--- src/hdl/pcebp_pkg.sv ---
// Shared constants and types of the prefix-code encoder and bit packer.
`timescale 1ns / 1ps

package pcebp_pkg;

  localparam int TABLE_DEPTH  = 256;
  localparam int MAX_CODE_LEN = 32;
  localparam int CODE_WIDTH   = 32;
  localparam int ADDR_W       = $clog2(TABLE_DEPTH);
  localparam int CODE_LEN_CAP = (MAX_CODE_LEN < CODE_WIDTH) ? MAX_CODE_LEN : CODE_WIDTH;

  typedef enum logic [1:0] {
    ACT_WRITE  = 2'd0,
    ACT_ENCODE = 2'd1,
    ACT_SERIAL = 2'd2,
    ACT_FINISH = 2'd3
  } action_e;

  typedef struct packed {
    logic [7:0]  sym;
    logic [31:0] code;
    logic [5:0]  len;
  } entry_t;

  // Requests from the sequencer to the packer.
  typedef struct packed {
    logic        load;
    logic        flush;
    logic [31:0] val;
    logic [5:0]  len;
  } pk_ctrl_t;

  // Status reported by the packer.
  typedef struct packed {
    logic       busy;
    logic       hold_vld;
    logic [2:0] pend_cnt;
  } pk_stat_t;

endpackage

--- src/hdl/pcebp_packer.sv ---
// MSB-first bit packer with a one-byte hold stage and an output register.
`timescale 1ns / 1ps

module pcebp_packer (
  input  logic                clk_i,
  input  logic                rst_ni,
  input  pcebp_pkg::pk_ctrl_t ctrl_i,
  output pcebp_pkg::pk_stat_t stat_o,
  output logic                out_valid_o,
  input  logic                out_stall_i,
  output logic [7:0]          out_byte_o,
  output logic                last_o
);

  logic [31:0] val_q, val_d;
  logic [5:0]  rem_q, rem_d;
  logic [6:0]  pend_q, pend_d;
  logic [2:0]  cnt_q, cnt_d;
  logic [7:0]  hold_q, hold_d;
  logic        hold_vld_q, hold_vld_d;
  logic [7:0]  out_q, out_d;
  logic        out_last_q, out_last_d;
  logic        out_vld_q, out_vld_d;

  logic        out_free;
  logic [3:0]  space;
  logic [3:0]  w;
  logic        step;
  logic [5:0]  sh;
  logic [31:0] shifted;
  logic [7:0]  mask;
  logic [7:0]  chunk;
  logic [14:0] acc;
  logic [3:0]  sum;
  logic        full;

  assign out_free = !out_vld_q || !out_stall_i;
  assign space    = 4'd8 - {1'b0, cnt_q};
  assign w        = (rem_q < {2'b00, space}) ? rem_q[3:0] : space;
  assign step     = (rem_q != 6'd0) && (!hold_vld_q || out_free);
  assign sh       = rem_q - {2'b00, w};
  // The shared shifter brings the next bits of the codeword down to the bottom.
  assign shifted  = val_q >> sh;
  assign mask     = 8'((9'd1 << w) - 9'd1);
  assign chunk    = shifted[7:0] & mask;
  assign acc      = ({8'd0, pend_q} << w) | {7'd0, chunk};
  assign sum      = {1'b0, cnt_q} + w;
  assign full     = (sum == 4'd8);

  always_comb begin
    val_d      = val_q;
    rem_d      = rem_q;
    pend_d     = pend_q;
    cnt_d      = cnt_q;
    hold_d     = hold_q;
    hold_vld_d = hold_vld_q;
    out_d      = out_q;
    out_last_d = out_last_q;
    out_vld_d  = out_vld_q && out_stall_i;
    if (ctrl_i.load) begin
      val_d = ctrl_i.val;
      rem_d = ctrl_i.len;
    end else if (step) begin
      rem_d = sh;
      if (full) begin
        pend_d     = 7'd0;
        cnt_d      = 3'd0;
        hold_d     = acc[7:0];
        hold_vld_d = 1'b1;
        // A byte already held cannot be the last one of the item, so it moves on.
        if (hold_vld_q) begin
          out_d      = hold_q;
          out_last_d = 1'b0;
          out_vld_d  = 1'b1;
        end
      end else begin
        pend_d = acc[6:0];
        cnt_d  = sum[2:0];
      end
    end else if (ctrl_i.flush && hold_vld_q && out_free) begin
      out_d      = hold_q;
      out_last_d = 1'b1;
      out_vld_d  = 1'b1;
      hold_vld_d = 1'b0;
    end
  end

  always_ff @(posedge clk_i or negedge rst_ni) begin
    if (!rst_ni) begin
      rem_q      <= 6'd0;
      pend_q     <= 7'd0;
      cnt_q      <= 3'd0;
      hold_vld_q <= 1'b0;
      out_vld_q  <= 1'b0;
    end else begin
      rem_q      <= rem_d;
      pend_q     <= pend_d;
      cnt_q      <= cnt_d;
      hold_vld_q <= hold_vld_d;
      out_vld_q  <= out_vld_d;
    end
  end

  always_ff @(posedge clk_i) begin
    val_q      <= val_d;
    hold_q     <= hold_d;
    out_q      <= out_d;
    out_last_q <= out_last_d;
  end

  assign stat_o.busy     = (rem_q != 6'd0);
  assign stat_o.hold_vld = hold_vld_q;
  assign stat_o.pend_cnt = cnt_q;
  assign out_valid_o     = out_vld_q;
  assign out_byte_o      = out_q;
  assign last_o          = out_last_q;

  a_load_when_idle : assert property (@(posedge clk_i) disable iff (!rst_ni)
    ctrl_i.load |-> (rem_q == 6'd0))
    else $error("packer loaded while bits remain");

  a_flush_after_push : assert property (@(posedge clk_i) disable iff (!rst_ni)
    ctrl_i.flush |-> (rem_q == 6'd0))
    else $error("flush requested while bits remain");

  a_flush_marks_last : assert property (@(posedge clk_i) disable iff (!rst_ni)
    (ctrl_i.flush && hold_vld_q && out_free && !ctrl_i.load && rem_q == 6'd0)
      |=> (out_vld_q && out_last_q))
    else $error("flushed byte not marked last");

endmodule

--- config.mk ---
export PLATFORM = sky130hd
export DESIGN_NAME = pcebp_packer
export DESIGN_NICKNAME = d
export VERILOG_FILES = /design/src/hdl/pcebp_pkg.sv /design/src/hdl/pcebp_packer.sv
export SDC_FILE = /design/constraint.sdc
export NUM_CORES = 1
export LEC_CHECK = 0
export BUFFER_PORTS_ARGS = -buffer_cell sky130_fd_sc_hd__buf_2
export CAP_MARGIN = 20
export CORE_MARGIN = 3
export CORE_UTILIZATION = 40
export CTS_BUF_LIST = sky130_fd_sc_hd__clkbuf_8
export CTS_CLUSTER_SIZE = 30
export DETAILED_ROUTE_END_ITERATION = 16
export GPL_TIMING_DRIVEN = 0
export PLACE_DENSITY = 0.66
export SLEW_MARGIN = 20
export SYNTH_ARGS = -nofsm -noshare
export SYNTH_HDL_FRONTEND = slang
export SYNTH_SLANG_ARGS = --single-unit
--- constraint.sdc ---
create_clock -name clk_i -period 5.8 [get_ports clk_i]
set_input_delay 0.29 -clock clk_i [delete_from_list [all_inputs] [get_ports clk_i]]
set_output_delay 0.29 -clock clk_i [all_outputs]
set_load 0.03 [all_outputs]
==> results.md, run 1 <==
* Outcome: finished clean
* Overflow after GRT at 0
* Layout Cells excl Fill at 623
* Starting density of the core at 41.66%
* Synth cell count leaders: edfxtp_1, nand2_1, mux2i_1
* Post-Syn Nets at 460
* Clock transition at the registers of the reported paths at 0.08 ns
* Synth Flop Type: edfxtp_1
* CP endpoint kind: register
* Max cap viols at 0
* Reg2Reg Depth at 17
* Chip Width at 113.2 um
* Register area share after synthesis at 41.82%
* Die ar. at 12810 um^2
* Top Ports at 58
* Post-synthesis async set-or-reset flop share at 26.87%
* Hold crit path type: in2reg
* Slowest stage cell on the critical path: mux2i_4
* Tmin final at 5.591 ns
* Final Cycle Share at 96.39%
* Peak Freq at 178.9 MHz
* Average size of a mapped cell at 11.35 um^2
* Initial DRC Count at 228
* Critical R2R Capture: pend_q[5]
* Die height at 113.2 um
* Worst hold stages at 1
* Dpl hpwl at 8681 um
* Worst Path Required at 6.05 ns
* Share of layout cells above drive strength 1 at 30.43%
* FF-to-FF Start: cnt_q[0]
* Max incr delay on CP at 0.54 ns
* Hold Startpoint: ctrl_i[13]
* DRT Pass-1 Iters at 5
* DR WL/cell at 18.18 um
* Total number of vias at 3658
* Area delta synth->final at 16.69%
* Detail Route Antenna Nets at 0
* Initial antenna violation count at 0
* Post-synth top area share at 32.02%
* Adder-Cell Fraction of Synth Area at 3.594%
* N_diodes at 0
* Synth area leader: edfxtp_1
* Row count at 38
* Yosys reg bits at 67
* Largest net degree at the start of global routing at 37
* Post-synthesis xor/xnor area fraction at 1.688%
* Ranking of synthesized cells by area: edfxtp_1, mux4_2, dfrtp_1
* Vias in the first global route at 3628
* Simple-gate share of the synthesized area at 12.25%
* Sink Count at 67
* Final Net Count at 533
* Worst reg-to-reg setup slack at 0.21 ns
* DP Cell Count at 602
* Num CTS Buffers at 9
* Core area at 11030 um^2
* CP Max Fanout at 11
* IO buf count at 57
* Max-slew violations at 0
* Final setup vio count at 0
* Final Hold Viols at 0
* Crit start category: register
* Global placement routability congestion at 0.8792
* Clock latency at the later pin of the worst-skew pair at 0.36 ns
* Relative slew slack at 43.93%
* Cells after Synth at 405
* Register area at 1922 um^2
* GRT Total Usage at 18.70%
* Hold endpoint: val_q[7]
* CTS HTree Levels at 3
* First-pass GRT wire length at 18800 um
* Synthesized area at 4596 um^2
* Sequence of cells on the critical path: inv_1 > ha_1 > xor2_2 > o21ai_1 > o21ai_0 > mux2i_4 > inv_1 > buf_2 > ha_1 > nor2b_1 > nor2_1 > a32o_1 > nor2_2 > mux2_2 > o31a_1 > a32o_1 > a22o_1
* Count leader, synth: edfxtp_1
* Worst-margin pin slew at 0.8411 ns
* Max clock buf depth at 2
* Worst setup path category: reg2reg
* EDFF count, synth at 49
* Total wire length at 11320 um
* Multiplexer share of the synthesized area at 20.15%
* Syn. warnings at 0
* Multi-input gate area at 2555 um^2
* Synth cell types at 70
* Setup Skew at 0.006142 ns
* Clock root buffer: clkbuf_8
* Vias per Instance at 5.872
* Synth Area in Compound Gates at 16.63%
* DRC at 0
* Fill count at 1014
* CTS tree: built
* CP Data Arrival Time at 5.84 ns
* Main combinational cell family by area after synthesis: multiplexers
[worst max path at each step]
| stage | from | end | depth (start not counted) |
|---|---|---|---|
| after floorplan | cnt_q[2] | pend_q[5] | 18 |
| after global placement | cnt_q[2] | pend_q[6] | 18 |
| after detailed placement | cnt_q[2] | pend_q[6] | 18 |
| after CTS | cnt_q[0] | hold_q[0] | 18 |
| after global routing | cnt_q[0] | pend_q[5] | 17 |
| final | cnt_q[0] | pend_q[5] | 17 |
[per-stage QoR]
step | setup TNS [ns] | cell area (um^2) | setup slack (ns) | hold WS, ns | util (%)
2_1_floorplan | 0 | 4596 | 0.7253 | -0.005591 | -
3_3_place_gp | -0.4479 | 5056 | -0.1162 | 0.2620 | 45.84
3_5_place_dp | -0.9926 | 5056 | -0.1644 | 0.2681 | 45.84
4_1_cts | 0 | 5270 | 0.001745 | 0.08421 | 47.78
5_1_grt | -0.2011 | 5363 | -0.07403 | 0.07066 | 48.62
6_report | 0 | 5363 | 0.2092 | 0.1030 | 48.62
[registers in the layout, indices dropped and copies added, names as in the netlist]
name and flops:
last_o 1, pend_q 7, val_q 32, cnt_q 3
rem_q 6, hold_q 8, hold_vld_q 1, out_byte_o 8
out_valid_o 1
[cell families (layout without fill, tap and decap cells)]
group,after synthesis,in the layout
XOR/XNOR,8,8
AND/OR/NAND/NOR,115,115
multiplexers,62,62
AO/OA/AOI/OAI,100,100
adder cells (fa/ha/maj),12,12
buffers and inverters,41,119
flip-flops,67,67
[critical path: cells and delay by family, from the launching register on]
kind	cells	cell delay, ns
AND/OR/NAND/NOR	3	0.77
XOR/XNOR	1	0.46
buffers and inverters	3	0.46
multiplexers	2	0.95
adder cells (fa/ha/maj)	2	0.54
flip-flops	1	0.48
AO/OA/AOI/OAI	6	1.81
[cell type report]
class	instances	share of cell area (%)
Sequential cell	67	35.84
Inverter	18	1.307
Clock inverter	7	1.423
Timing Repair Buffer	62	6.066
Buffer	23	2.147
Multi-Input combinational cell	297	47.64
Tap cell	140	3.266
Clock buffer	9	2.310
[per-layer routing]
metal | vias to the layer above | routed length [um] | GRT usage, %
met5 | - | 0 | 0
met4 | 0 | 153 | 4.888
met3 | 17 | 640 | 4.973
met2 | 126 | 5456 | 30.29
met1 | 1773 | 5074 | 24.99
li1 | 1742 | - | -
[placed cells by master, fill, tap and decap left out, types with 5 or more instances in the layout]
cell type,n
nand3_1,19
o211ai_1,6
edfxtp_1,49
nor2b_1,5
mux4_2,22
inv_1,15
nor2_1,26
dfrtp_1,18
nand2_1,35
mux2_2,11
mux2i_1,27
a22o_1,8
nand4_1,6
buf_2,65
o21ai_0,17
a21oi_1,16
ha_1,10
clkbuf_1,7
clkbuf_2,6
buf_4,5
clkbuf_8,9
[timing repair]
action                                  in CTS  in global routing
hold buffers                                 1                  0
hold endpoints to repair                    18                  0
setup buffers                                0                  4
resized for setup                            1                 18
pin swaps                                    0                  1
endpoints found under the setup margin      12                 25
Power of run 1 is left out: the tool's default activity adds up to more than one toggle a clock period on the data nets, which glitch-free logic cannot reach.
==> inputs of run 2 (changes only) <==
==> constraint.sdc (replaced) <==
create_clock -name clk_i -period 5.8 [get_ports clk_i]
set_input_delay 1.16 -clock clk_i [delete_from_list [all_inputs] [get_ports clk_i]]
set_output_delay 1.16 -clock clk_i [all_outputs]
set_load 0.03 [all_outputs]
==> run 2 against run 1 <==
  * Count of clock-buffer cells in the layout unchanged
  * Wire length is the same
  * Die area stayed put
  * Critical path depth did not move
  * Setup slack better by 0.044 ns
  * Hold slack improved by 0.32 ns
  * Non-clock buffer count down 1
  * Flip-flop and latch count unchanged
  * Core utilization is 0.091 points lower
  * Critical path type unchanged
==> results.md, run 2 (same netlist as run 1, synthesis figures left out) <==
* Outcome: finished clean (unchanged)
* DRT Pass-1 Iters at 5 (unchanged)
* Worst-margin pin slew at 0.8411 ns (about the same)
* CP Data Arrival Time at 5.80 ns (was 5.84 ns)
* Vias per Instance at 5.876 (was 5.872)
* Row count at 38 (unchanged)
* Global placement routability congestion at 0.8792 (unchanged)
* Total wire length at 11320 um (unchanged)
* Clock root buffer: clkbuf_8 (unchanged)
* Initial antenna violation count at 0 (unchanged)
* Hold crit path type: reg2reg (was in2reg)
* Initial DRC Count at 237 (was 228)
* Sequence of cells on the critical path: inv_1 > ha_1 > xor2_2 > a221oi_1 > o21ai_0 > mux2i_4 > inv_1 > buf_2 > ha_1 > nor2b_1 > nor2_1 > a32o_1 > nor2_2 > mux2_2 > o31a_1 > a32o_1 > a22o_1 (was inv_1 > ha_1 > xor2_2 > o21ai_1 > o21ai_0 > mux2i_4 > inv_1 > buf_2 > ha_1 > nor2b_1 > nor2_1 > a32o_1 > nor2_2 > mux2_2 > o31a_1 > a32o_1 > a22o_1)
* Worst path top cell family by delay: compound AO/OA/AOI/OAI gates (unchanged)
* Reg2Reg Depth at 17 (unchanged)
* Final Cycle Share at 95.63% (was 96.39%)
* Num CTS Buffers at 9 (unchanged)
* Largest register FFs at 32 (unchanged)
* GRT Total Usage at 18.70% (unchanged)
* Final Hold Viols at 0 (unchanged)
* CTS tree: built (unchanged)
* N_diodes at 0 (unchanged)
* Core area at 11030 um^2 (unchanged)
* Setup Skew at 0.006465 ns (was 0.006142 ns)
* Max cap viols at 0 (unchanged)
* Tmin final at 5.547 ns (was 5.591 ns)
* Multi-input gate area at 2555 um^2 (unchanged)
* Total number of vias at 3655 (was 3658)
* Detail Route Antenna Nets at 0 (unchanged)
* Vias in the first global route at 3628 (unchanged)
* Die height at 113.2 um (unchanged)
* Clock transition at the registers of the reported paths at 0.08 ns (about the same)
* CTS HTree Levels at 3 (unchanged)
* Peak Freq at 180.3 MHz (was 178.9 MHz)
* Hold Startpoint: hold_q[3] (was ctrl_i[13])
* Grt met3 use at 4.973% (unchanged)
* Crit start category: register (unchanged)
* Clock latency at the later pin of the worst-skew pair at 0.36 ns (about the same)
* CP Max Fanout at 11 (unchanged)
* DRC at 0 (unchanged)
* Slowest stage cell on the critical path: mux2i_4 (unchanged)
* Worst hold stages at 0 (was 1)
* Most flops, register: val_q (unchanged)
* Fill count at 1017 (was 1014)
* First-pass GRT wire length at 18800 um (unchanged)
* Worst setup path category: reg2reg (unchanged)
* Overflow after GRT at 0 (unchanged)
* Register area at 1922 um^2 (unchanged)
* Worst reg-to-reg setup slack at 0.25 ns (was 0.21 ns)
* Max incr delay on CP at 0.53 ns (was 0.54 ns)
* Crit path depth at 17 (unchanged)
* Sink Count at 67 (unchanged)
* Relative slew slack at 43.92% (was 43.93%)
* GRT met2 Usage at 30.29% (unchanged)
* Chip Width at 113.2 um (unchanged)
* FF-to-FF Start: cnt_q[0] (unchanged)
* Hold WS at 0.4210 ns (was 0.1030 ns)
* DR WL/cell at 18.21 um (was 18.18 um)
* Share of layout cells above drive strength 1 at 30.50% (was 30.43%)
* Max-slew violations at 0 (unchanged)
* Die ar. at 12810 um^2 (unchanged)
* Busiest grt layer: met2 (unchanged)
* Top Ports at 58 (unchanged)
* CP bufs+invs at 3 (unchanged)
* Final Net Count at 532 (was 533)
* Met1 usage at 24.99% (unchanged)
* Hold endpoint: out_byte_o[3] (was val_q[7])
* CP endpoint kind: register (unchanged)
* Largest net degree at the start of global routing at 37 (unchanged)
* Worst Path Required at 6.05 ns (about the same)
* Final setup vio count at 0 (unchanged)
* Most frequent cells in the layout: buf_2, edfxtp_1, nand2_1 (unchanged)
* Critical R2R Capture: pend_q[5] (unchanged)
* Area delta synth->final at 16.47% (was 16.69%)
* Most common cell after layout, fill and taps aside: buf_2 (unchanged)
* IO buf count at 57 (unchanged)
* Dpl hpwl at 8681 um (unchanged)
* Starting density of the core at 41.66% (unchanged)
* Max clock buf depth at 2 (unchanged)
==> run 2: layout make-up <==
class	count	area share [%]
Buffer	23	2.151
Clock buffer	9	2.314
Clock inverter	7	1.426
Inverter	18	1.309
Multi-Input combinational cell	297	47.73
Sequential cell	67	35.90
Tap cell	140	3.273
Timing Repair Buffer	61	5.891
==> run 2: per-layer routing <==
metal / vias up / share of wire, %
li1: 1736 / -
met1: 1768 / 44
met2: 136 / 48
met3: 15 / 6.3
met4: 0 / 1.2
met5: - / 0
==> run 2: repair_timing <==
item / 4_1_cts / 5_1_grt
pin swaps: 0 / 1
hold buffers: 0 / 0
buffers inserted: 0 / 4
resized for setup: 1 / 18
setup endpoints to repair: 12 / 25
==> run 2: through the flow <==
step	instances	setup WS [ns]	setup TNS [ns]	utilization [%]	instance area (um^2)
2_1_floorplan	405	0.7253	0	-	4596
4_1_cts	618	0.001745	0	47.69	5260
5_1_grt	622	-0.07403	-0.2011	48.53	5353
3_3_place_gp	602	-0.1162	-0.4479	45.84	5056
3_5_place_dp	602	-0.1644	-0.9926	45.84	5056
6_report	622	0.2535	0	48.53	5353
==> run 2: worst max-delay path by stage <==
stage | slack (ns) | startpoint | endpoint
floorplan | 0.73 | cnt_q[2] | pend_q[5]
global placement | -0.12 | cnt_q[2] | pend_q[6]
detailed placement | -0.16 | cnt_q[2] | pend_q[6]
CTS | 0.002 | cnt_q[0] | hold_q[0]
global route | -0.07 | cnt_q[0] | pend_q[5]
finish | 0.25 | cnt_q[0] | pend_q[5]
==> run 2: worst reg2reg max path, stage by stage (launching register included) <==
cell and delay [ns]:
dfrtp_1 0.48, inv_1 0.10, ha_1 0.26, xor2_2 0.46
a221oi_1 0.24, o21ai_0 0.45, mux2i_4 0.53, inv_1 0.14
buf_2 0.22, ha_1 0.29, nor2b_1 0.22, nor2_1 0.16
a32o_1 0.36, nor2_2 0.38, mux2_2 0.42, o31a_1 0.24
a32o_1 0.29, a22o_1 0.21
Power of run 2 is left out for the same reason.
